==> config.mk <==
export PLATFORM = sky130hd
export DESIGN_NAME = rc_link_frame_channel_decoder_unit
export DESIGN_NICKNAME = d
export VERILOG_FILES = /design/src/rtl/rclfd_pkg.sv /design/src/rtl/rclfd_ram.sv /design/src/rtl/rc_link_frame_channel_decoder_unit.sv
export SDC_FILE = /design/constraint.sdc
export NUM_CORES = 1
export LEC_CHECK = 0
export BUFFER_PORTS_ARGS = -buffer_cell sky130_fd_sc_hd__buf_4
export CELL_PAD_IN_SITES_DETAIL_PLACEMENT = 2
export CELL_PAD_IN_SITES_GLOBAL_PLACEMENT = 2
export CORE_ASPECT_RATIO = 0.5
export CORE_MARGIN = 1
export CORE_UTILIZATION = 35
export CTS_CLUSTER_DIAMETER = 80
export CTS_CLUSTER_SIZE = 30
export DETAILED_ROUTE_END_ITERATION = 8
export PLACE_DENSITY = 0.63
export SLEW_MARGIN = 20
export SYNTH_ARGS = -nofsm -noshare
export SYNTH_HDL_FRONTEND = slang
export SYNTH_SLANG_ARGS = --single-unit
==> constraint.sdc <==
create_clock -name clk -period 3.7 [get_ports clk]
set_input_delay 0.185 -clock clk [delete_from_list [all_inputs] [get_ports clk]]
set_output_delay 0.185 -clock clk [all_outputs]
set_load 0.03 [all_outputs]
==> src/rtl/rclfd_pkg.sv <==
`default_nettype none

package rclfd_pkg;

  // Fields of one received word of the link stream.
  typedef struct packed {
    logic [7:0] rx_byte;
    logic       chunk_start;
  } link_word_t;

  // Fields of one decoded channel word.
  typedef struct packed {
    logic [3:0]  channel_index;
    logic [10:0] channel_value;
    logic        last_channel;
  } chan_word_t;

  localparam int          PAYLOAD_BYTES  = 22;
  localparam int          CHAN_W         = 11;
  localparam logic [7:0]  CRC_POLY       = 8'hD5;
  localparam logic [7:0]  GOOD_LENGTH    = 8'd24;
  localparam logic [7:0]  DEV_ADDR_RESET = 8'd200;

  // Frame position codes.
  localparam logic [4:0] POS_IDLE   = 5'd0;
  localparam logic [4:0] POS_LENGTH = 5'd1;
  localparam logic [4:0] POS_TYPE   = 5'd2;
  localparam logic [4:0] POS_DATA   = 5'd3;
  localparam logic [4:0] POS_CRC    = 5'd25;

  // Register indexes of the configuration port.
  localparam logic REG_DEVICE_ADDRESS = 1'b0;

  // One CRC-8 update, MSB first.
  function automatic logic [7:0] crc_fold(input logic [7:0] crc, input logic [7:0] data);
    logic [7:0] v;
    v = crc ^ data;
    for (int b = 0; b < 8; b++) begin
      if (v[7]) begin
        v = {v[6:0], 1'b0} ^ CRC_POLY;
      end else begin
        v = {v[6:0], 1'b0};
      end
    end
    return v;
  endfunction

endpackage

`default_nettype wire

==> src/rtl/rclfd_ram.sv <==
`default_nettype none

module rclfd_ram #(
  parameter int WIDTH = 8,
  parameter int DEPTH = 44
) (
  input  wire logic                     clk,
  input  wire logic                     we,
  input  wire logic [$clog2(DEPTH)-1:0] waddr,
  input  wire logic [WIDTH-1:0]         wdata,
  input  wire logic [$clog2(DEPTH)-1:0] raddr,
  output logic      [WIDTH-1:0]         rdata
);

  logic [WIDTH-1:0] mem [DEPTH];

  always_ff @(posedge clk) begin
    if (we) begin
      mem[waddr] <= wdata;
    end
    rdata <= mem[raddr];
  end

endmodule

`default_nettype wire

==> src/rtl/rc_link_frame_channel_decoder_unit.sv <==
`default_nettype none

// Throughput: one link word per cycle. A burst ends before the next frame's CRC word can
// arrive, so the input stalls on a CRC word only while a held-off burst is still pending.
// After a good CRC word is taken, payload bytes are read from the memory into the bit buffer and
// eleven-bit channel words are popped into the output register, NUM_CHANNELS words per frame.
// Reset clears all control state and sets device_address to 0xC8; the payload memory is not cleared.
module rc_link_frame_channel_decoder_unit #(
  parameter int NUM_CHANNELS = 16
) (
  input  wire logic                clk,
  input  wire logic                rst,
  // Link word channel.
  input  wire logic                link_valid,
  output logic                     link_ready,
  input  wire rclfd_pkg::link_word_t link_word,
  // Channel word channel.
  output logic                     chan_valid,
  input  wire logic                chan_ready,
  output rclfd_pkg::chan_word_t    chan_word,
  // Configuration port.
  input  wire logic                psel,
  input  wire logic                penable,
  input  wire logic                pwrite,
  input  wire logic [2:0]          paddr,
  input  wire logic [31:0]         pwdata,
  output logic [31:0]              prdata,
  output logic                     pready
);

  import rclfd_pkg::*;

  // The payload memory holds two banks of one frame each. A frame is written into
  // the write bank; when it passes its checks the banks swap, so the next frame can
  // fill while the finished one is unpacked from the other bank.
  localparam int MEM_DEPTH    = 2 * PAYLOAD_BYTES;
  localparam int ADDR_W       = $clog2(MEM_DEPTH);
  localparam int BYTES_NEEDED = (NUM_CHANNELS * CHAN_W + 7) / 8;
  // The bit buffer holds a partial channel plus two bytes, so a payload read can
  // be issued every cycle while the receiver keeps up.
  localparam int ACC_W        = CHAN_W + 15;

  // Configuration register.
  logic [7:0] device_address;

  assign pready = 1'b1;

  always_ff @(posedge clk) begin
    if (rst) begin
      device_address <= DEV_ADDR_RESET;
    end else if (psel && penable && pwrite && paddr[2] == REG_DEVICE_ADDRESS) begin
      device_address <= pwdata[7:0];
    end
  end

  always_comb begin
    prdata = '0;
    if (paddr[2] == REG_DEVICE_ADDRESS) begin
      prdata = {24'd0, device_address};
    end
  end

  // Frame parser state.
  logic [4:0] frame_position;
  logic [7:0] declared_length;
  logic [7:0] running_crc;
  logic       wbank;

  // Unpacker state.
  logic             emit_busy;
  logic             rbank;
  logic [4:0]       rd_idx;
  logic             rd_pending;
  logic [ACC_W-1:0] acc;
  logic [4:0]       acc_cnt;
  logic [4:0]       chan;

  logic link_fire;
  logic frame_good;
  logic mem_we;
  logic [ADDR_W-1:0] mem_waddr;
  logic [ADDR_W-1:0] mem_raddr;
  logic [7:0] mem_rdata;
  logic [4:0] data_idx;

  // A CRC word may start a new burst, so it waits while a burst is running.
  assign link_ready = !(emit_busy && frame_position == POS_CRC);
  assign link_fire  = link_valid && link_ready;

  assign frame_good = link_fire && !link_word.chunk_start && frame_position == POS_CRC &&
                      declared_length == GOOD_LENGTH && running_crc == link_word.rx_byte;

  assign data_idx  = frame_position - POS_DATA;
  assign mem_we    = link_fire && !link_word.chunk_start &&
                     frame_position >= POS_DATA && frame_position < POS_CRC;
  assign mem_waddr = wbank ? ADDR_W'(PAYLOAD_BYTES) + ADDR_W'(data_idx) : ADDR_W'(data_idx);
  assign mem_raddr = rbank ? ADDR_W'(PAYLOAD_BYTES) + ADDR_W'(rd_idx) : ADDR_W'(rd_idx);

  always_ff @(posedge clk) begin
    if (rst) begin
      frame_position  <= POS_IDLE;
      declared_length <= '0;
      running_crc     <= '0;
    end else if (link_fire) begin
      if (link_word.chunk_start) begin
        // A chunk start always ends the frame in progress.
        frame_position <= (link_word.rx_byte == device_address) ? POS_LENGTH : POS_IDLE;
        running_crc    <= '0;
      end else if (frame_position == POS_IDLE || frame_position > POS_CRC) begin
        frame_position <= POS_IDLE;
      end else if (frame_position == POS_LENGTH) begin
        declared_length <= link_word.rx_byte;
        running_crc     <= '0;
        frame_position  <= POS_TYPE;
      end else if (frame_position < POS_CRC) begin
        running_crc    <= crc_fold(running_crc, link_word.rx_byte);
        frame_position <= frame_position + 5'd1;
      end else begin
        frame_position <= POS_IDLE;
      end
    end
  end

  rclfd_ram #(
    .WIDTH(8),
    .DEPTH(MEM_DEPTH)
  ) u_payload_ram (
    .clk  (clk),
    .we   (mem_we),
    .waddr(mem_waddr),
    .wdata(link_word.rx_byte),
    .raddr(mem_raddr),
    .rdata(mem_rdata)
  );

  // The unpacker streams payload bytes into a little-endian bit buffer and pops
  // eleven bits into the output register whenever enough bits are present and it is free.
  logic             out_free;
  logic             emit_go;
  logic [ACC_W-1:0] acc_after;
  logic [4:0]       cnt_after;
  logic [ACC_W-1:0] acc_next;
  logic [4:0]       acc_cnt_next;
  logic             issue;

  assign out_free = !chan_valid || chan_ready;
  assign emit_go  = emit_busy && acc_cnt >= 5'(CHAN_W) && out_free;

  always_comb begin
    acc_after    = emit_go ? (acc >> CHAN_W) : acc;
    cnt_after    = emit_go ? acc_cnt - 5'(CHAN_W) : acc_cnt;
    acc_next     = acc_after;
    acc_cnt_next = cnt_after;
    if (rd_pending) begin
      acc_next     = acc_after | (ACC_W'(mem_rdata) << cnt_after);
      acc_cnt_next = cnt_after + 5'd8;
    end
  end

  // A read is issued only when the byte it returns still fits in the buffer.
  assign issue = emit_busy && rd_idx < 5'(BYTES_NEEDED) && acc_cnt_next <= 5'(ACC_W - 8);

  always_ff @(posedge clk) begin
    if (rst) begin
      wbank      <= 1'b0;
      rbank      <= 1'b0;
      emit_busy  <= 1'b0;
      rd_idx     <= '0;
      rd_pending <= 1'b0;
      acc        <= '0;
      acc_cnt    <= '0;
      chan       <= '0;
    end else if (frame_good) begin
      wbank      <= !wbank;
      rbank      <= wbank;
      emit_busy  <= 1'b1;
      rd_idx     <= '0;
      rd_pending <= 1'b0;
      acc        <= '0;
      acc_cnt    <= '0;
      chan       <= '0;
    end else begin
      acc        <= acc_next;
      acc_cnt    <= acc_cnt_next;
      rd_pending <= issue;
      if (issue) begin
        rd_idx <= rd_idx + 5'd1;
      end
      if (emit_go) begin
        chan <= chan + 5'd1;
        if (chan == 5'(NUM_CHANNELS - 1)) begin
          emit_busy <= 1'b0;
        end
      end
    end
  end

  // Output register.
  always_ff @(posedge clk) begin
    if (rst) begin
      chan_valid <= 1'b0;
    end else if (emit_go) begin
      chan_valid <= 1'b1;
    end else if (chan_ready) begin
      chan_valid <= 1'b0;
    end
  end

  always_ff @(posedge clk) begin
    if (emit_go) begin
      chan_word.channel_index <= chan[3:0];
      chan_word.channel_value <= acc[CHAN_W-1:0];
      chan_word.last_channel  <= (chan == 5'(NUM_CHANNELS - 1));
    end
  end

endmodule

`default_nettype wire

## Word-level counts from Yosys, hierarchy flattened

Memory sizes are Yosys's and may differ from the RTL's. A register that Yosys moved wholly into a read port is not among the register bits.
Index checks and enable logic that the tools add are counted.

- Memory bits (writable): 352
- Memories kept: 1
- Output and inout bits: 51
- Register bits: 91
- Input bits: 51

Memories:

| memory | depth | bits a word | read ports | clocked after memory_dff | wr ports | line | text |
|---|---|---|---|---|---|---|---|
| u_payload_ram.mem | 44 | 8 | 1 | 1 | 1 | rclfd_ram.sv:15 | `logic [WIDTH-1:0] mem [DEPTH];` |

- Equality and inequality tests: 7
- Reduce and logical (&&, ||, !) cells: 30
- $add $sub $neg: 8
- Magnitude comparators: 6
- Shift operators: 1
- Multiplexer cells: 73
- Bitwise gates (word level): 13

Operator list:

| operator | count |
|---|---|
| 2-to-1 mux 8 bit | 55 |
| 2-to-1 mux 26 bit | 2 |
| inverter 5 bit | 8 |
| 2-to-1 mux 5 bit | 6 |
| bitwise OR 26 bit | 1 |
| left shift 8 x 5 -> 26 bit | 1 |
| equality test 8 bit | 2 |
| adder 5 x 1 -> 5 bit (second input constant) | 3 |
| logical AND 1 bit | 15 |
| adder 5 x 5 -> 6 bit (first input constant) | 2 |
| 2-to-1 mux 6 bit | 2 |
| < comparator 5 bit (second input constant) | 2 |
| equality test 8 x 5 -> 1 bit (second input constant) | 1 |
| 2-to-1 mux 1 bit | 8 |
| XOR 8 bit | 1 |
| nonzero test 2 bit | 3 |
| adder 5 x 4 -> 5 bit (second input constant) | 1 |
| equality test 5 x 1 -> 1 bit (second input constant) | 1 |
| equality test 5 x 4 -> 1 bit (second input constant) | 1 |
| equality test 5 bit (second input constant) | 1 |
| greater-or-equal comparator 5 x 2 -> 1 bit (second input constant) | 1 |
| greater-or-equal comparator 5 x 4 -> 1 bit (second input constant) | 1 |
| greater-than comparator 5 bit (second input constant) | 1 |
| <= comparator 5 bit (second input constant) | 1 |
| 12 further kinds | 18 |

## Logic depth before layout (Yosys ltp)

- Depth in word-level cells: 63
- Depth in mapped cells: 11
- Depth with buffers taken out: 9

## Hierarchy

From an unflattened synthesis, not the netlist that was laid out.

- Cell total of the unflattened synthesis: 1,409
- Area total of the unflattened synthesis: 19,817.8 sq um

By module, submodules not included:

| module | seq. area each (sq um) | cells each | area an instance (sq um) | instances |
|---|---|---|---|---|
| rclfd_ram | 10,730.3 | 762 | 14,261.2 | 1 |
| rc_link_frame_channel_decoder_unit | 1,981.9 | 647 | 5,556.6 | 1 |

## Worst setup path after synthesis

OpenSTA, ideal clock, no wires.

- Kind: flip-flop to flip-flop
- Start: reg frame_position[0]
- End: mem u_payload_ram.mem[24][0], enable pin
- Path buffers: 1
- Stages on the path, launching flop included: 10
- Data arrival time: 2.253 ns
- Clock period less this slack: 2.623 ns
- Setup slack: 1.077 ns
- Library setup time: 0.370 ns
- Path through: dfxtp_1 clkbuf_1 inv_1 ha_1 inv_1 ha_1 nand2_1 mux2i_1 a31oi_1 nor2_1

- Cells in the longest elaborated chain, start to end: 9

RTL lines:

| item | line | text |
|---|---|---|
| from (decl) | rc_link_frame_channel_decoder_unit.sv:64 | `logic [4:0] frame_position;` |
| from (signal assigned) | rc_link_frame_channel_decoder_unit.sv:107 | `frame_position <= (link_word.rx_byte == device_address) ? POS_LENGTH : POS_IDLE;` |
| from (signal assigned) | rc_link_frame_channel_decoder_unit.sv:117 | `frame_position <= frame_position + 5'd1;` |
| parallel branches: the longest is 9 deep, another holds adder 5 x 5 -> 6 bit | -- |  |
| to (decl) | rclfd_ram.sv:15 |  |

Parallel ways; which one is timed is not known.

## Worst setup path in the final report

- Start: reg frame_position[1]
- End: mem u_payload_ram.mem[41][0], enable pin

Same word-level chain as after synthesis.

==> out/metrics.yaml <==
cts_buffers: 19
ys_warn_count: 0
fmax_mhz: 303.0
clk_path_buf_depth: 3
synthFlopType: "edfxtp_1"
antennaDiodeCount: 0
clock_latency_ps: 570
path_cells: "inv_1 -> ha_1 -> and4b_1 -> a211oi_1 -> nand2_1 -> nor2_1 -> nand2_1 -> nor2_1 -> buf_4"
final_area_mm2: 0.02157
clock-sinks: 451
num_rows: 60
yosys_register_bits: 451
synth_top_area_cell: "edfxtp_1"
fp.dieArea_mm2: 0.05625
regArea_mm2: 0.01272
avgSynthCellArea_um2: 14.83
syn-cell-area_mm2: 0.01934
grt_max_degree: 65
drtPass1Iterations: 5
grtUsageTotal_pct: 19.06
skew_ps: 24.24
antenna_found_initial: 1
synth_top_area_share_pct: 57.14
cts_root_buffer: "clkbuf_16"
critical_path.endpoint_type: "register"
cts_tree: "built"
grt_overflow: 0
path_buf_inv: 2
synthArstFlopShare_pct: 0
yosysMostFrequentCell: "edfxtp_1"
first_iter_violations: 686
critPathMaxStageDelay_ps: 600
ios: 102
outcome: "finished clean"
min_period_ps: 3300
cp_max_fo: 8
post_cts_buffers: 0
critPathArrivalTime_ps: 3580
post_synth_num_cell_types: 70
grt_pass1_vias: 12383
rsz0062_at_grt: "no"
final_antenna_net_count: 0
finalCritPeriodShare_pct: 89.20
vias_per_cell: 5.310
wirelength_mm: 53.13
final-setup-viol-count: 0
power_leakage_uw: 0.007062
min_path_type: "in2reg"
slew_headroom_pct: 38.78
cts_resized: 0
cp-start-kind: "register"
multiInputGateArea_mm2: 0.006191
cts.hold.buffers_added: 11
routed-via-count: 11401
crit_type: "reg2reg"
final_cells: 2147
critical_path_required_ps: 3980
slowest_stage: "a211oi_1"
drc_errors: 0
slew_viol_final: 0
area_delta_synth_final_pct: 11.56
fin_util_pct: 39.86
start_util_pct: 35.73
ys_top_cells_by_area: "edfxtp_1 (57%), mux4_2 (10%), dfxtp_1 (8.6%)"
core_area_mm2: 0.05413
synth_edf_count: 368
syn_inst: 1304
fp.dieW_um: 334.4
max-vdd-ir-drop_mv: 0.2967
powerDensity_mw_per_mm2: 388.3
netlist_top_cells_count: "edfxtp_1 (368), nand2_1 (124), nor2_1 (107)"
drive_gt1_share_pct: 18.39
hold_viol: 0
clk_pin_slew_worst_paths_ps: 120
placed_area_mm2: 0.02090
num-fill-cells: 5281
worst_pin_slew_ps: 892.8
cp_top_family: "simple AND/OR/NAND/NOR gates"
maxCapViolations: 0
hpwl_mm: 35.16
numPlacedInstances: 2102
wl_per_cell_um: 24.75
place_congestion: 0.7833
cts_htree_levels: 1
tns_ps: 0
seq_area_frac_synth_pct: 65.73
die_y_um: 168.2
fin_nets: 1452
grt_pass1_wl_mm: 80.41
portBuffers: 50
[path summary, 6_finish.rpt]
check / to / slack, ps / startpoint / cells after the start
max reg2reg: u_payload_ram.mem[41][0] / 400 / frame_position[1] / 9
max: u_payload_ram.mem[41][0] / 400 / frame_position[1] / 9
min reg2reg: chan_word[5] / 450 / acc[4] / 0
min: running_crc[7] / 40 / rst / 2
[power breakdown]
part / total [uW] / switching, uW / internal (uW) / leakage [uW]
Sequential: 5470 / 2.32 / 5470 / 0.00402
Clock: 2630 / 1600 / 1030 / 0.000273
Combinational: 273 / 196 / 77.2 / 0.00277
[cells in the final DEF, fill, tap and decap left out, drive strengths merged, types with 5 or more instances in the layout]
cell,netlist,routed
clkbuf,26,31
a41oi,5,5
edfxtp,368,368
nor2b,33,33
or3,6,6
buf,66,123
a22oi,16,16
inv,17,20
dfxtp,83,83
a211oi,20,20
nand3,14,14
mux2,11,11
a21oi,47,47
and2,5,5
conb,2,25
nand4,8,8
mux4,91,91
nor2,107,107
xnor2,29,29
dlygate4sd3,0,11
ha,11,11
a221oi,5,5
nand2,125,125
xor2,21,21
nor3,13,13
mux2i,51,51
a31oi,16,16
o21ai,49,49
[logic make-up after synthesis]
group           synth area share, %
flops                         65.73
simple gates                  7.848
compound gates                6.399
mux                           13.96
buf+inv                       2.892
xor+xnor                      2.420
fa+ha+maj                    0.7117
other cells                 0.03883
[layout make-up]
class                      instances  share of cell area (%)
tap                              744                   4.315
multi-input combinational        767                   28.70
timing repair buffer             134                   5.115
clock inverter                     3                  0.1740
clock buffer                      31                   2.459
sequential                       451                   58.94
inverter                          17                  0.2958
[registers in the layout, summed over array words and instances, names as in the netlist]
register	count
rd_pending	1
acc_cnt	5
u_payload_ram.rdata	8
frame_position	5
u_payload_ram.mem	352
running_crc	8
emit_busy	1
rd_idx	5
chan_word	16
device_address	8
acc	26
declared_length	8
wbank	1
chan	5
rbank	1
chan_valid	1
[stage by stage]
stage / power (uW) / hold WS [ps] / setup WS [ps]
global route: 8645 / 35.36 / 208.4
global placement: 5840 / 408.5 / 703.9
floorplan: 5736 / 283.9 / 1077
finish: 8376 / 38.48 / 399.6
CTS: 8492 / 15.98 / 453.6
detailed placement: 5856 / 408.2 / 485.6
[worst reg2reg max path: cells and delay by family, from the launching register on]
kind	cells	cell delay, ps
AND/OR/NAND/NOR	5	1340
AO/OA/AOI/OAI	1	600
flip-flops	1	510
buffers and inverters	2	350
adder cells (fa/ha/maj)	1	210
[routing by layer]
layer | global-route usage (%) | vias to the layer above | wire length (um)
met3 | 2.638 | 45 | 2201
met5 | 0 | - | 0
met2 | 32.55 | 227 | 25780
li1 | - | 5106 | -
met1 | 26.09 | 6023 | 24230
met4 | 3.630 | 0 | 921
Power figures use the tool's default switching activity.
